$ cat src/sv/lwsc_pkg.sv
// ----------------------------------------------------------------------------
// lwsc_pkg
// Shared types and constants of the write-back sector cache tag engine.
// ----------------------------------------------------------------------------
`timescale 1ns / 1ps
`default_nettype none

package lwsc_pkg;

  // default slot count and fixed field widths
  localparam int unsigned LinesDef = 64;
  localparam int unsigned SectorW  = 32;
  localparam int unsigned SlotW    = 6;
  localparam int unsigned RankW    = 6;
  localparam int unsigned OpW      = 2;

  // request codes
  typedef enum logic [OpW-1:0] {
    OP_READ  = 2'd0,
    OP_WRITE = 2'd1,
    OP_FLUSH = 2'd2
  } op_e;

  // controller states
  typedef enum logic [1:0] {
    ST_IDLE   = 2'd0,
    ST_SEARCH = 2'd1,
    ST_APPLY  = 2'd2,
    ST_FLUSH  = 2'd3
  } state_e;

  // commands from controller to datapath
  typedef struct packed {
    logic load_req;
    logic search;
    logic apply;
    logic flush_step;
  } cmd_t;

  // status from datapath to controller
  typedef struct packed {
    logic out_free;
    logic flush_last;
  } sts_t;

endpackage

`default_nettype wire

$ cat src/sv/lwsc_ctrl.sv
// ----------------------------------------------------------------------------
// lwsc_ctrl
// Sequencer: takes a request word, walks it through search and apply, or
// steps a flush over all slots.
// ----------------------------------------------------------------------------
`timescale 1ns / 1ps
`default_nettype none

module lwsc_ctrl
  import lwsc_pkg::*;
(
  input  logic           clk_i,
  input  logic           rst_ni,
  input  logic           in_valid_i,
  input  logic [OpW-1:0] opcode_i,
  output logic           in_ready_o,
  input  sts_t           sts_i,
  output cmd_t           cmd_o
);

  state_e state_q, state_d;
  logic   accept;

  assign accept = in_valid_i && in_ready_o;

  // state register
  always_ff @(posedge clk_i or negedge rst_ni) begin
    if (!rst_ni) begin
      state_q <= ST_IDLE;
    end else begin
      state_q <= state_d;
    end
  end

  // next state
  always_comb begin
    state_d = state_q;
    case (state_q)
      ST_IDLE: begin
        if (accept) begin
          if (opcode_i == OP_READ || opcode_i == OP_WRITE) begin
            state_d = ST_SEARCH;
          end else if (opcode_i == OP_FLUSH) begin
            state_d = ST_FLUSH;
          end
        end
      end
      ST_SEARCH: state_d = ST_APPLY;
      ST_APPLY: begin
        if (sts_i.out_free) state_d = ST_IDLE;
      end
      ST_FLUSH: begin
        if (sts_i.out_free && sts_i.flush_last) state_d = ST_IDLE;
      end
      default: state_d = ST_IDLE;
    endcase
  end

  // outputs
  always_comb begin
    in_ready_o = 1'b0;
    cmd_o      = '0;
    case (state_q)
      ST_IDLE: begin
        in_ready_o     = 1'b1;
        cmd_o.load_req = accept;
      end
      ST_SEARCH: cmd_o.search = 1'b1;
      ST_APPLY:  cmd_o.apply = sts_i.out_free;
      ST_FLUSH:  cmd_o.flush_step = sts_i.out_free;
      default: begin
        in_ready_o = 1'b0;
      end
    endcase
  end

endmodule

`default_nettype wire

$ cat config.mk
export PLATFORM = sky130hd
export DESIGN_NAME = lwsc_ctrl
export DESIGN_NICKNAME = d
export VERILOG_FILES = /design/src/sv/lwsc_pkg.sv /design/src/sv/lwsc_ctrl.sv
export SDC_FILE = /design/constraint.sdc
export NUM_CORES = 1
export LEC_CHECK = 0
export ABC_AREA = 1
export BUFFER_PORTS_ARGS = -buffer_cell sky130_fd_sc_hd__buf_2
export CELL_PAD_IN_SITES_DETAIL_PLACEMENT = 1
export CELL_PAD_IN_SITES_GLOBAL_PLACEMENT = 2
export CORE_AREA = 2 2 39 41
export DETAILED_ROUTE_END_ITERATION = 10
export DIE_AREA = 0 0 41 43
export PLACE_DENSITY_LB_ADDON = 0.1
export SLEW_MARGIN = 20
export SYNTH_ARGS = -nofsm -noshare
export SYNTH_HDL_FRONTEND = slang
export SYNTH_SLANG_ARGS = --single-unit
$ cat constraint.sdc
create_clock -name clk_i -period 1.14 [get_ports clk_i]
set_input_delay 0.342 -clock clk_i [delete_from_list [all_inputs] [get_ports clk_i]]
set_output_delay 0.342 -clock clk_i [all_outputs]
set_load 0.005 [all_outputs]
==> results of run 1 <==
[what timing repair did]
item | 4_1_cts | 5_1_grt
endpoints found under the hold margin | 2 | 0
pin swaps | 3 | 3
hold buffers | 1 | 0
endpoints found under the setup margin | 5 | 7
setup buffers | 1 | 2
resized for setup | 3 | 1
[synth_stat cells (all sizes together)]
| cell type | number | area, sq um |
|---|---|---|
| nand4 | 1 | 6.26 |
| nor2 | 6 | 25.0 |
| nand2 | 9 | 36.3 |
| nand3 | 1 | 10.0 |
| nor3 | 1 | 5.00 |
| inv | 5 | 18.8 |
| a21o | 1 | 7.51 |
| buf | 1 | 11.3 |
| dfrtp | 2 | 50.1 |
[stage by stage]
step	total power, W	setup slack [ns]
detailed placement	0.000502	0.0276
finish	0.000749	-0.147
global route	0.000838	-0.216
floorplan	0.000347	0.121
global placement	0.000495	0.0408
CTS	0.000712	-0.177
[where the power goes]
part / switching (W) / total (W) / internal, W
sequential: 0.0000588 / 0.000169 / 0.000110
combinational: 0.000178 / 0.000429 / 0.000251
clock: 0.0000359 / 0.000152 / 0.000116
total: 0.000273 / 0.000749 / 0.000477
[final timing paths]
path / start / end / slack [ns] / cells past startpoint
hold reg to reg: state_q[1] / state_q[0] / 0.76 / 4
hold / removal: rst_ni / state_q[0] / 0.44 / 2
setup reg to reg: state_q[1] / state_q[1] / -0.07 / 6
min in group clk_i: sts_i[0] / state_q[0] / 0.47 / 5
max in group asynchronous: rst_ni / state_q[1] / 0.59 / 2
setup / recovery: state_q[0] / cmd_o[1] / -0.15 / 4
[critical path, delay by kind of cell (launching register included)]
kind | cells | cell delay, ns
flip-flops | 1 | 0.43
buffers and inverters | 2 | 0.18
AND/OR/NAND/NOR | 2 | 0.12
[layout by cell type, fill, tap and decap left out]
cell,Yosys,layout
buf_2,0,11
nand2_1,8,8
nor2_1,5,5
buf_4,0,5
inv_1,4,4
clkbuf_4,0,3
dfrtp_2,0,2
inv_2,1,1
nor2_2,1,1
nor3_2,0,1
nand3_2,1,1
nand4_1,1,1
nand2_2,1,1
a21o_1,1,1
dlygate4sd3_1,0,1
buf_6,1,1
[layout make-up]
type                    instances  area, sq um  share of cell area
clock buffers                   3         22.5              0.0698
well taps                      16         20.0              0.0620
inverters                       5         18.8              0.0581
flip-flops and latches          2         52.6               0.163
repair buffers                 18          114               0.353
multi-input cells              19         95.1               0.295
[cells by family after synthesis]
| logic type | after synthesis |
|---|---|
| flops | 2 |
| buf+inv | 6 |
| simple gates | 18 |
| compound gates | 1 |
[metal layers]
metal  track usage  vias to the layer above
met5             0                        -
met4        0.0600                        0
met3        0.0471                        0
met2         0.134                        9
met1        0.0836                      104
li1              -                      120
==> reports/metrics.yaml, run 1 <==
drt:
  dr_wl_met3_microns: 50
  wl_met2_microns: 299
  routed_wl_microns: 568
  wl_per_cell_microns: 9.02
  dr.pass1.iters: 4
  routed_via_density: 3.70
  ant_nets: 0
  maxUsedRoutingLayer: "met3"
  drc: 0
  vias: 233
  drt_iter0_markers: 4
  routedLengthMet1_microns: 218
logic_synthesis:
  syn_area_per_cell_sq_um: 6.30
  syn_nets: 34
  synth_seq_cells: 2
  yosys.area_share.adder: 0
  muxShareOfSynthArea: 0
  synth_top_family_by_area: "simple AND/OR/NAND/NOR gates"
  synth_xor_xnor_area_share: 0
  netlist_instances: 27
  yosys_warnings: 0
  synth_compound_area_frac: 0.0441
  synthesis.area_sq_um: 170
  synthSimpleGateAreaFrac: 0.485
  seq_area_frac_synth: 0.294
  yosysUniqueCellTypes: 12
placement:
  gp_congestion: 0.615
  hpwl_microns: 469
  numPortBuffers: 11
  placed_cell_area_sq_um: 256
  dp.cells: 56
worst_setup_path:
  cp-start-kind: "register"
  crit_path_cell_trace: "inv_2 -> nand2_1 -> nor2_1 -> buf_2"
  crit_fanout: 5
  worst_path_max_delay_cell: "dfrtp_2"
  critPathRequiredTime_ns: 0.80
  arrival_ns: 0.95
  crit_type: "register to output port"
  worst_setup_path_end_kind: "output port"
  slowest_delay_ns: 0.43
timing:
  max_freq_ghz: 0.777
  fin_crit_ns: 1.29
  finalHoldViolations: 0
  final.setup.tns_ns: -0.684
  finalSetupViolations: 7
  setup_slack_ns: -0.147
  fin_skew_ns: 0.000727
  fin_crit_sh: 1.13
  whs_ns: 0.438
  max_slew_margin: 0.913
  tightest_slew_ns: 0.131
  rsz0062_at_grt: "yes"
  finalMaxSlewViolations: 0
layout:
  stdcell_area_sq_um: 323
  utilization: 0.233
  reg_top3: "state_q (2)"
  num-fill-cells: 180
  stdcell_count: 63
  nets: 56
  top_register: "state_q"
  layout-drive-gt1-share: 0.574
  area.growth.synth_to_final_pct: 89.7
  diodes: 0
  largest_register_ffs: 2
cts:
  clk_latency_ns: 0.22
  root_buffer: "clkbuf_4"
  cts_buffers: 3
  clk_pin_slew_worst_paths_ns: 0.03
  cts_buffer_depth: 2
  cts_tree: "built"
  clkSinkCount: 2
  htree_levels: 1
die:
  dieArea_sq_um: 1760
  coreArea_sq_um: 1380
  die_h_microns: 43
  start_util: 0.123
  fp.dieW_microns: 41
  ios: 12
  rows: 14
grt:
  grt_pass1_vias: 266
  grt_max_degree: 7
  grt.overflow.total: 0
  antenna_found_initial: 0
  grt_first_pass_wirelength_microns: 972
  track_usage: 0.0873
outcome:
  violations: "negative setup slack"
  status: "complete, but fails checks"
power:
  power_density_nw_per_um2: 2320
  p_leak_nw: 0.194
  vdd_drop_max_mv: 0.482
worst_hold_path:
  hold_path.class: "primary input to asynchronous set/reset pin"
job:
  drv_cap: 0
Note: power is estimated with default switching activity, not from simulation.
==> run 2: changes to the inputs <==
BUFFER_PORTS_ARGS = not set   (was -buffer_cell sky130_fd_sc_hd__buf_2)
DONT_BUFFER_PORTS = 1   (was not set)
GPL_TIMING_DRIVEN = 0   (was not set)
==> run 2 against run 1 <==
Compared with the run above:
- the flow still finishes with violations (negative setup slack)
- via count is 19% lower
- hold slack worse by 0.082 ns
- final cell count is 21% lower
- clock power hardly changed
- register-to-register slack better by 0.16 ns
- sequential cell count stayed put
- global-route usage is 1.5 points lower
- critical path depth is 1 lower
- first-iteration DRC count is 75% lower
- utilization is 4.2 points lower
- total power is 10% lower
==> reports/metrics.yaml, run 2 (synthesis results as in run 1) <==
worst_setup_path:
  r2r_end: "state_q[1]"
  cp-start-kind: "register"
  r2r_slack_ns: 0.09
  path_buf_inv: 1
  worst_setup_path_end_kind: "output port"
  crit_type: "register to output port"
  critPathRequiredTime_ns: 0.80
  slowest_delay_ns: 0.45
  crit_fanout: 5
  rr_worst_depth: 4
  worst_path_max_delay_cell: "dfrtp_2"
  reg2reg_from: "state_q[0]"
  cp-startpoint: "state_q[0]"
  crit_end: "cmd_o[1]"
  arrival_ns: 0.88
  cp.depth: 3
  crit_family: "flip-flops"
  crit_path_cell_trace: "inv_2 -> nand2_2 -> nor2_2"
cts:
  cts_tree: "built"
  clk_latency_ns: 0.22
  htree_levels: 1
  cts_buffers: 3
  clk_pin_slew_worst_paths_ns: 0.03
  root_buffer: "clkbuf_4"
  cts_buffer_depth: 2
  clkSinkCount: 2
power:
  p_leak_nw: 0.139
  vdd_drop_max_mv: 0.715
  power_density_nw_per_um2: 2530
  power.total_w: 0.000672
placement:
  numPortBuffers: 0
  gp_congestion: 0.655
  dp.cells: 43
job:
  drv_cap: 0
die:
  ios: 12
  start_util: 0.123
  coreArea_sq_um: 1380
  die_h_microns: 43
  rows: 14
  dieArea_sq_um: 1760
  fp.dieW_microns: 41
timing:
  finalHoldViolations: 0
  max_slew_margin: 0.886
  max_freq_ghz: 0.816
  fin_crit_sh: 1.07
  final.setup.tns_ns: -0.338
  tightest_slew_ns: 0.172
  setup_slack_ns: -0.0848
  rsz0062_at_grt: "yes"
  fin_skew_ns: 0.00364
  finalMaxSlewViolations: 0
  finalSetupViolations: 5
  fin_crit_ns: 1.22
drt:
  vias: 189
  routed_via_density: 3.78
  wl_per_cell_microns: 10.5
  drc: 0
  ant_nets: 0
  drt_iter0_markers: 1
  dr.pass1.iters: 2
  routed_wl_microns: 526
layout:
  final_common_cell: "nand2_1"
  area.growth.synth_to_final_pct: 55.9
  final_cell_mix: "nand2_1, inv_1"
  nets: 43
  top_register: "state_q"
  reg_top3: "state_q (2)"
  largest_register_ffs: 2
  stdcell_count: 50
  layout-drive-gt1-share: 0.471
  diodes: 0
worst_hold_path:
  hold_path.class: "primary input to asynchronous set/reset pin"
grt:
  antenna_found_initial: 0
  grt_max_degree: 8
  grt_first_pass_wirelength_microns: 786
  grt_pass1_vias: 168
  track_usage: 0.0723
  grt.overflow.total: 0
outcome:
  status: "complete, but fails checks"
  violations: "negative setup slack"
[run 2: cell types whose count changed in the layout (fill, tap and decap cells not counted), moves of 2 or more]
cell and change:
buf_4 -2, buf_2 -11, nor2_1 -2, nor2_2 +2
[run 2: layout make-up]
class / count / area [sq um]
tap: 16 / 20.0
clock buffer: 3 / 22.5
inverter: 5 / 18.8
timing repair buffer: 4 / 32.5
fill: 180 / 1120
buffer: 1 / 11.3
multi-input combinational: 19 / 109
sequential: 2 / 51.3
[run 2: worst register-to-register path: stages, from the launching register on]
cell and delay (ns):
dfrtp_2 0.45, buf_4 0.17, nor2_1 0.11, nor2_1 0.05, a21o_1 0.17
[run 2: worst min path at each step]
stage	start	depth (start not counted)	endpoint
after floorplan	rst_ni	0	state_q[0]
after global placement	rst_ni	0	state_q[1]
after detailed placement	rst_ni	0	state_q[1]
after CTS	rst_ni	1	state_q[1]
after global routing	rst_ni	1	state_q[1]
final	rst_ni	1	state_q[1]
[run 2: routing by layer]
layer | wire (microns) | global-route usage | vias to the layer above
met3 | 31 | 0.0471 | 0
met2 | 248 | 0.0938 | 7
met1 | 246 | 0.0868 | 87
li1 | - | - | 95
met4 | 0 | 0.0400 | 0
met5 | 0 | 0 | -
[run 2: what timing repair did]
item / in CTS / in global routing
buffers inserted: 3 / 0
hold buffers: 1 / 0
pin swaps: 1 / 2
hold endpoints to repair: 2 / 0
resized for setup: 5 / 1
setup endpoints to repair: 5 / 5
[run 2: where the power goes]
part / switching, W / internal, W / total [W]
combinational: 0.000193 / 0.000176 / 0.000370
clock: 0.0000390 / 0.000116 / 0.000155
sequential: 0.0000409 / 0.000106 / 0.000147
[run 2: through the flow]
| step | hold slack [ns] | worst slack, ns | cell area [sq um] | utilization |
|---|---|---|---|---|
| finish | 0.356 | -0.0848 | 265 | 0.192 |
| global route | 0.351 | -0.137 | 265 | 0.192 |
| CTS | 0.348 | -0.118 | 259 | 0.187 |
| detailed placement | 0.0465 | 0.0378 | 190 | 0.137 |
| global placement | 0.0465 | 0.0475 | 190 | 0.137 |
| floorplan | 0.0464 | 0.121 | 170 | - |
==> run 3: changes to the inputs <==
PLACE_DENSITY = 0.41   (was not set)
PLACE_DENSITY_LB_ADDON = not set   (was 0.1)
==> run 3 against run 2 <==
Compared with the run above:
- the run still ends with negative setup slack left
- design area fell by 5.2%
- final cell count fell by 2.0%
- clock skew is 0.0023 ns lower
- die area stayed put
- total power decreased by 7.3%
- critical path depth down 1
- sequential cell count stayed put
- count of clock-buffer cells in the layout unchanged
- critical path type unchanged
- largest power group unchanged
==> reports/metrics.yaml, run 3 (synthesis results as in run 1) <==
placement:
  gp_congestion: 0.659
  numPortBuffers: 0
  hpwl_microns: 363
  place_ws_ns: 0.0571
  dp.cells: 43
timing:
  tightest_slew_ns: 0.160
  finalHoldViolations: 0
  max_freq_ghz: 0.816
  max_slew_margin: 0.893
  finalSetupViolations: 5
  fin_crit_ns: 1.23
  final.setup.tns_ns: -0.306
  rsz0062_at_grt: "yes"
  fin_crit_sh: 1.08
  finalMaxSlewViolations: 0
  whs_ns: 0.356
  fin_skew_ns: 0.00136
  setup_slack_ns: -0.0862
cts:
  clkSinkCount: 2
  cts_buffers: 3
  cts_buffer_depth: 2
  clk_latency_ns: 0.22
  cts_tree: "built"
  htree_levels: 1
  clk_pin_slew_worst_paths_ns: 0.03
  root_buffer: "clkbuf_4"
layout:
  nets: 42
  num-fill-cells: 176
  diodes: 0
  layout-drive-gt1-share: 0.455
  area.growth.synth_to_final_pct: 47.8
  largest_register_ffs: 2
  final_cell_mix: "nand2_1, inv_1, nor2_1, nor2_2, clkbuf_4"
  top_register: "state_q"
  final_common_cell: "nand2_1"
  stdcell_count: 49
  reg_top3: "state_q (2)"
worst_setup_path:
  critPathRequiredTime_ns: 0.80
  crit_fanout: 6
  reg2reg_from: "state_q[1]"
  path_buf_inv: 1
  crit_path_cell_trace: "buf_6 -> nor3_2"
  worst_setup_path_end_kind: "output port"
  crit_type: "register to output port"
  crit_family: "flip-flops"
  worst_path_max_delay_cell: "dfrtp_1"
  arrival_ns: 0.88
  cp-start-kind: "register"
  cp-startpoint: "state_q[1]"
  slowest_delay_ns: 0.36
die:
  coreArea_sq_um: 1380
  fp.dieW_microns: 41
  start_util: 0.123
  die_h_microns: 43
  rows: 14
  ios: 12
  dieArea_sq_um: 1760
drt:
  ant_nets: 0
  routedLengthMet1_microns: 179
  maxUsedRoutingLayer: "met3"
  wl_met2_microns: 243
  vias: 179
  dr.pass1.iters: 2
  dr_wl_met3_microns: 34
  wl_per_cell_microns: 9.33
  routed_via_density: 3.65
  drc: 0
  drt_iter0_markers: 1
  routed_wl_microns: 457
power:
  power_density_nw_per_um2: 2480
  vdd_drop_max_mv: 0.452
  p_leak_nw: 0.134
grt:
  track_usage: 0.0673
  grt_pass1_vias: 201
  grt.overflow.total: 0
  antenna_found_initial: 0
  grt_first_pass_wirelength_microns: 793
  grt_max_degree: 7
worst_hold_path:
  hold_path.class: "primary input to asynchronous set/reset pin"
job:
  drv_cap: 0
outcome:
  status: "complete, but fails checks"
  violations: "negative setup slack"
-- run 3: per-stage QoR --
step / total power [W] / utilization / instance area (sq um)
after global routing: 0.000682 / 0.182 / 251
after floorplan: 0.000347 / - / 170
after CTS: 0.000650 / 0.182 / 251
after detailed placement: 0.000400 / 0.137 / 190
final: 0.000623 / 0.182 / 251
after global placement: 0.000399 / 0.137 / 190
-- run 3: worst reg2reg max path: stages, from the launching register on --
cell and delay, ns:
dfrtp_1 0.36, buf_6 0.13, buf_4 0.14, nand2_1 0.09, nand2_2 0.06, a21o_1 0.15
-- run 3: metal layers --
metal  global-route usage  vias up
met5                    0        -
met4               0.0600        0
met3               0.0157        0
met2               0.0969        5
met1               0.0772       81
li1                     -       93
-- run 3: worst paths after layout --
| kind | endpoint | depth (start not counted) | slack [ns] |
|---|---|---|---|
| max reg2reg | state_q[1] | 5 | 0.10 |
| min in group clk_i | state_q[1] | 3 | 0.36 |
| max | cmd_o[3] | 2 | -0.09 |
| min | state_q[1] | 1 | 0.36 |
| max in group asynchronous | state_q[0] | 1 | 0.64 |
| min reg2reg | state_q[0] | 3 | 0.67 |
-- run 3: area by class of cell --
type,instances,area (sq um),share of cell area
multi-input cells,19,103,0.408
flip-flops and latches,2,51.3,0.204
repair buffers,3,25.0,0.0995
clock buffers,3,22.5,0.0896
well taps,16,20.0,0.0796
inverters,5,18.8,0.0746
plain buffers,1,11.3,0.0448
-- run 3: repair_timing --
action / in CTS / in global routing
endpoints found under the setup margin: 5 / 5
buffers inserted: 2 / 0
hold buffers: 1 / 0
endpoints found under the hold margin: 2 / 0
gates resized for setup: 5 / 0
cloned: 0 / 0
-- run 3: where the power goes --
part	switching [W]	total (W)	internal [W]	leakage, nW
sequential	0.0000360	0.000142	0.000106	0.0239
combinational	0.000175	0.000326	0.000151	0.0961
clock	0.0000384	0.000154	0.000116	0.0138
total	0.000249	0.000623	0.000374	0.134
